`src/sv/esc_pkg.sv`:
```
`timescale 1ns / 1ps

package esc_pkg;

  localparam int unsigned DivW = 64;
  localparam logic [15:0] PressScale = 16'd3125;
  localparam logic [31:0] HumLimit = 32'd419430400;
  localparam logic [16:0] HumMax = 17'd102400;

  typedef enum logic [2:0] {
    CfgTemp,
    CfgPressLow,
    CfgPressMid,
    CfgPressNine,
    CfgHumLow,
    CfgHumHigh
  } cfg_idx_e;

  typedef struct packed {
    logic [19:0] raw_temperature;
    logic [19:0] raw_pressure;
    logic [15:0] raw_humidity;
  } in_t;

  typedef struct packed {
    logic signed [31:0] temperature_centi;
    logic [23:0]        pressure_pascal;
    logic [16:0]        humidity_q10;
    logic               pressure_invalid;
  } out_t;

  typedef struct packed {
    logic [15:0] t1;
    logic [15:0] t2;
    logic [15:0] t3;
    logic [15:0] p1;
    logic [15:0] p2;
    logic [15:0] p3;
    logic [15:0] p4;
    logic [15:0] p5;
    logic [15:0] p6;
    logic [15:0] p7;
    logic [15:0] p8;
    logic [15:0] p9;
    logic [7:0]  h1;
    logic [15:0] h2;
    logic [7:0]  h3;
    logic [15:0] h4;
    logic [15:0] h5;
    logic [7:0]  h6;
  } coeff_t;

  typedef struct packed {
    logic        neg;
    logic        invalid;
    logic [31:0] temp;
    logic [16:0] hum;
  } div_side_t;

  typedef struct packed {
    logic [DivW-1:0] num;
    logic [DivW-1:0] den;
    div_side_t       side;
  } div_in_t;

  typedef struct packed {
    logic [DivW-1:0] quo;
    div_side_t       side;
  } div_out_t;

  function automatic logic [31:0] sx16w32(input logic [15:0] c);
    return {{16{c[15]}}, c};
  endfunction

  function automatic logic [31:0] sx8w32(input logic [7:0] c);
    return {{24{c[7]}}, c};
  endfunction

  function automatic logic [63:0] sx16w64(input logic [15:0] c);
    return {{48{c[15]}}, c};
  endfunction

  function automatic logic [31:0] asr32(input logic [31:0] x, input int unsigned n);
    return $signed(x) >>> n;
  endfunction

  function automatic logic [63:0] asr64(input logic [63:0] x, input int unsigned n);
    return $signed(x) >>> n;
  endfunction

  function automatic logic [31:0] mul32(input logic [31:0] a, input logic [31:0] b);
    return a * b;
  endfunction

  function automatic logic [63:0] mul32w(input logic [31:0] a, input logic [31:0] b);
    logic [63:0] p;
    p = a * b;
    return p;
  endfunction

  function automatic logic [63:0] mul64s16(input logic [63:0] x, input logic [15:0] c);
    logic signed [80:0] p;
    p = $signed({1'b0, x}) * $signed(c);
    return p[63:0];
  endfunction

  function automatic logic [63:0] mul64u16(input logic [63:0] x, input logic [15:0] c);
    logic [79:0] p;
    p = x * c;
    return p[63:0];
  endfunction

endpackage

```
`src/sv/esc_cfg.sv`:
```
`timescale 1ns / 1ps

module esc_cfg import esc_pkg::*; (
  input  logic        clk_i,
  input  logic        rst_ni,
  input  logic        cfg_we_i,
  input  logic [2:0]  cfg_idx_i,
  input  logic [63:0] cfg_data_i,
  output coeff_t      coeff_o
);

  logic [47:0] temp_q;
  logic [63:0] plow_q;
  logic [63:0] pmid_q;
  logic [15:0] p9_q;
  logic [31:0] hlow_q;
  logic [39:0] hhigh_q;

  always_ff @(posedge clk_i or negedge rst_ni) begin
    if (!rst_ni) begin
      temp_q  <= '0;
      plow_q  <= '0;
      pmid_q  <= '0;
      p9_q    <= '0;
      hlow_q  <= '0;
      hhigh_q <= '0;
    end else if (cfg_we_i) begin
      unique case (cfg_idx_i)
        CfgTemp:      temp_q  <= cfg_data_i[47:0];
        CfgPressLow:  plow_q  <= cfg_data_i;
        CfgPressMid:  pmid_q  <= cfg_data_i;
        CfgPressNine: p9_q    <= cfg_data_i[15:0];
        CfgHumLow:    hlow_q  <= cfg_data_i[31:0];
        CfgHumHigh:   hhigh_q <= cfg_data_i[39:0];
        default: ;
      endcase
    end
  end

  assign coeff_o.t1 = temp_q[15:0];
  assign coeff_o.t2 = temp_q[31:16];
  assign coeff_o.t3 = temp_q[47:32];
  assign coeff_o.p1 = plow_q[15:0];
  assign coeff_o.p2 = plow_q[31:16];
  assign coeff_o.p3 = plow_q[47:32];
  assign coeff_o.p4 = plow_q[63:48];
  assign coeff_o.p5 = pmid_q[15:0];
  assign coeff_o.p6 = pmid_q[31:16];
  assign coeff_o.p7 = pmid_q[47:32];
  assign coeff_o.p8 = pmid_q[63:48];
  assign coeff_o.p9 = p9_q;
  assign coeff_o.h1 = hlow_q[7:0];
  assign coeff_o.h2 = hlow_q[23:8];
  assign coeff_o.h3 = hlow_q[31:24];
  assign coeff_o.h4 = hhigh_q[15:0];
  assign coeff_o.h5 = hhigh_q[31:16];
  assign coeff_o.h6 = hhigh_q[39:32];

endmodule

```
`config.mk`:
```
export PLATFORM = sky130hd
export DESIGN_NAME = esc_cfg
export DESIGN_NICKNAME = d
export VERILOG_FILES = /design/src/sv/esc_pkg.sv /design/src/sv/esc_cfg.sv
export SDC_FILE = /design/constraint.sdc
export NUM_CORES = 1
export LEC_CHECK = 0
export BUFFER_PORTS_ARGS = -buffer_cell sky130_fd_sc_hd__buf_2
export CAP_MARGIN = 20
export CORE_MARGIN = 5
export CORE_UTILIZATION = 35
export CTS_CLUSTER_SIZE = 16
export DETAILED_ROUTE_END_ITERATION = 8
export GPL_ROUTABILITY_DRIVEN = 0
export PLACE_DENSITY = 0.58
export SYNTH_ARGS = -nofsm -noshare
export SYNTH_HDL_FRONTEND = slang
export SYNTH_SLANG_ARGS = --single-unit
```
`constraint.sdc`:
```
create_clock -name clk_i -period 1.79 [get_ports clk_i]
set_clock_uncertainty 0.15 [all_clocks]
set_input_delay 0.179 -clock clk_i [delete_from_list [all_inputs] [get_ports clk_i]]
set_output_delay 0.179 -clock clk_i [all_outputs]
set_load 0.01 [all_outputs]
```
; After elaboration in Yosys (flattened, before gate mapping)
; Cells that the tools add are included.
[totals]
register_bits = 264
latchBits = 0
mem_bits_rw = 0
mem_bits_ro = 0
mem_count = 0
[op_classes]
n_addsub = 0
mul = 0
div_mod_pow = 0
magnitude_cmp = 0
n_eq_ne = 5
n_shift = 0
n_mux = 0
n_bitwise = 0
n_reduce_logical = 7
[ops]
columns = cell, n
row1 = 2-bit AND reduction, 6
row2 = 3-bit by 2-bit == test with 1-bit output (second input constant), 2
row3 = 3-bit == test (second input constant), 2
row4 = 3-bit by 1-bit == test with 1-bit output (second input constant), 1
row5 = 3-bit logical NOT, 1

; Depth between registers and ports, before layout
[logic_depth]
depth_word = 2
ltp_mapped = 4

; Worst setup path after synthesis
; Ideal clock, no wire load.
[synth_timing]
path_kind = input port to flip-flop
startpoint = input cfg_idx_i[1]
endpoint = register temp_q[15]
setup_time_ns = 0.125
t_arrival_ns = 1.166
required_ns = 1.515
setup_slack_ns = 0.349
stages = 4
n_path_buf = 2
path_cell_list = nor4b_2 -> buf_4 -> buf_6 -> mux2_2
[synth_via]
elab_chain_len = 2
[synth_lines]
columns = item, line_no
row1 = from (decl), esc_cfg.sv:7  ; input logic [2:0] cfg_idx_i,
row2 = 3-bit logical NOT, esc_cfg.sv:28  ; unique case (cfg_idx_i)
row3 = 2-bit AND reduction (no source line), n/a
row4 = to (signal assigned), esc_cfg.sv:29  ; CfgTemp: temp_q <= cfg_data_i[47:0];
row5 = to (decl), esc_cfg.sv:12  ; logic [47:0] temp_q;
; No other way between the ends.
; A chain may end at the register's enable or synchronous reset.

; Worst setup path in the final report
[layout_timing]
startpoint = register hhigh_q[32]
endpoint = output coeff_o[0] (netlist name)
[layout_rtl]
columns = item, line_no
row1 = from (decl), esc_cfg.sv:17  ; logic [39:0] hhigh_q;
row2 = from (signal assigned), esc_cfg.sv:34  ; CfgHumHigh: hhigh_q <= cfg_data_i[39:0];
row3 = to (decl), esc_cfg.sv:9  ; output coeff_t coeff_o
; No word-level cell between the ends.

==> impl_metrics.tcl <==
set metrics [dict create \
    status "completed" \
    diodes 0 \
    finish.utilization 0.4896 \
    min_path_type "in -> async" \
    holdWs_ns 0.005624 \
    worst_setup_path_end_kind "output port" \
    grt_max_degree 51 \
    cts_tree "yes" \
    viasPerCell 4.623 \
    ys_types 12 \
    irDropWorstVdd_mv 0.7622 \
    combPwrFrac 0.234 \
    yosysSeqAreaShare 0.6693 \
    wire_per_inst_um 19.19 \
    die_area_sq_um 31660 \
    finalHoldViolations 0 \
    power.density_nw_per_um2 1275 \
    drc_errors 0 \
    finalSetupTns_ns 0 \
    path_buf_inv 1 \
    die_x_um 177.9 \
    ioPinCount 334 \
    synth-seq-cells 264 \
    post_cts_buffers 0 \
    coreArea_sq_um 27780 \
    cp.arrival_ns 1.07 \
    max_slew_margin 0.5515 \
    synth_area_sq_um 9871 \
    cts_resized 0 \
    grt_pass1_wl_mm 41.18 \
    place_hpwl_mm 18.18 \
    synthToLayoutAreaGrowth_pct 37.81 \
    path_max_fanout 2 \
    power.internal_mw 12.46 \
    setup_viol 0 \
    startpoint_type "flop" \
    crit_type "reg -> out" \
    rsz0062_at_grt "false" \
    drive_gt1_frac 0.6507 \
    drv_cap 0 \
    seqPwrFrac 0.457 \
    htreeDepth 1 \
    num-fill-cells 2501 \
    grt_pass1_vias 6939 \
    slowest_delay_ns 0.40 \
    final_max_slew_viol_count 0 \
    clock-sinks 264 \
    clock_latency_ns 0.53 \
    syn_avg_cell_area_sq_um 17.56 \
    syn_inst 562 \
    finalCriticalPeriod_ns 1.401 \
    clk_pin_slew_worst_paths_ns 0.05 \
    crit_family "flip-flops" \
    power_leakage_nw 6.452 \
    synth_nets 632 \
    path_cells "buf_2" \
    grt_overflow 0 \
    fp-row-count 61 \
    drtIter0Drc 182 \
    start_util 0.3553 \
    io_buffer_count 333 \
    track_usage 0.1650 \
    cts_buffers 29 \
    p_switching_mw 4.876 \
    ctsHoldBuffers 65 \
    wl_mm 26.43 \
    detail-route-antenna-nets 0 \
    final_common_cell "buf_2" \
    drtPass1Iterations 4 \
    clock.fmax_ghz 0.7136 \
    die_y_um 177.9 \
    cts_max_path_buffers 3 \
    root_buffer "clkbuf_16" \
    synth_warnings 0 \
    switching_share 0.2812 \
    via_count 6366 \
    worstPathRequired_ns 1.46 \
    final_cell_mix "332 x buf_2, 264 x dfrtp_1, 257 x mux2_2, 65 x dlygate4sd3_1, 29 x clkbuf_16" \
    worst_pin_slew_ns 0.6703 \
    critPathSlowestCell "dfrtp_1" \
    pwr-share-clk 0.309 \
    nets 1051 \
    antenna_found_initial 0 \
    min_period_over_period 0.7829 \
]
area by class of cell:
cell class	count	area, sq um	area share
sequential	264	6606	0.4857
tap	378	473.0	0.03477
multi-input combinational	270	3087	0.2269
clock inverter	4	23.77	0.001748
timing repair buffer	416	2587	0.1902
clock buffer	45	825.8	0.06071
cells in the mapped netlist:
library cell,n,area (sq um)
nand4b_2,1,15.01
dfrtp_1,264,6606
nor4b_2,1,15.01
and4bb_1,1,12.51
buf_4,12,90.09
nor4bb_1,2,20.02
buf_6,8,90.09
nand4b_1,1,8.760
buf_2,7,35.03
mux2_1,7,78.83
clkbuf_2,1,5.000
mux2_2,257,2894
registers in the layout, indices dropped and copies added (netlist names):
| name | flops |
|---|---|
| pmid_q | 64 |
| temp_q | 48 |
| hhigh_q | 40 |
| hlow_q | 32 |
| plow_q | 64 |
| p9_q | 16 |
stage by stage:
step                cells  worst slack (ns)  cell area (sq um)  total power, mW
floorplan             562            0.3491               9871            9.880
global placement     1263           0.04121              12100            11.97
detailed placement   1263           0.02150              12100            12.04
CTS                  1377            0.3510              13600            17.62
global route         1377            0.3220              13600            18.31
finish               1377            0.3887              13600            17.34
worst paths after layout:
kind	start	slack (ns)	cells after the start	endpoint
worst min register to register	pmid_q[4]$_DFFE_PN0P_	0.33	1	pmid_q[4]$_DFFE_PN0P_
min in group clk_i	cfg_idx_i[1]	0.19	4	hlow_q[11]$_DFFE_PN0P_
worst max-delay path	hhigh_q[32]$_DFFE_PN0P_	0.39	1	coeff_o[0]
max in group asynchronous	rst_ni	0.83	3	temp_q[20]$_DFFE_PN0P_
worst max register to register	hhigh_q[32]$_DFFE_PN0P_	0.85	1	hhigh_q[32]$_DFFE_PN0P_
worst min-delay path	rst_ni	0.006	2	temp_q[44]$_DFFE_PN0P_
power groups by stage:
| stage | logic [mW] | registers [mW] | clock network [mW] |
|---|---|---|---|
| floorplan | 1.23 | 8.65 | 0 |
| global placement | 3.98 | 7.98 | 0 |
| detailed placement | 4.03 | 8.01 | 0 |
| CTS | 4.14 | 7.93 | 5.55 |
| global route | 4.39 | 8.09 | 5.83 |
| finish | 4.06 | 7.92 | 5.37 |
routing by layer:
layer	GRT usage	wire (um)	vias up	share of wire
li1	-	-	2857	-
met1	0.2019	10330	3221	0.39
met2	0.2779	12810	237	0.48
met3	0.05326	2371	51	0.090
met4	0.05189	909	0	0.034
met5	0	0	-	0
cell families after synthesis:
| kind of cell | synth area share |
|---|---|
| multiplexers | 0.3012 |
| flip-flops | 0.6693 |
| buffers and inverters | 0.02231 |
| AND/OR/NAND/NOR | 0.007224 |
No activity file was read; power rests on OpenSTA's default activity.
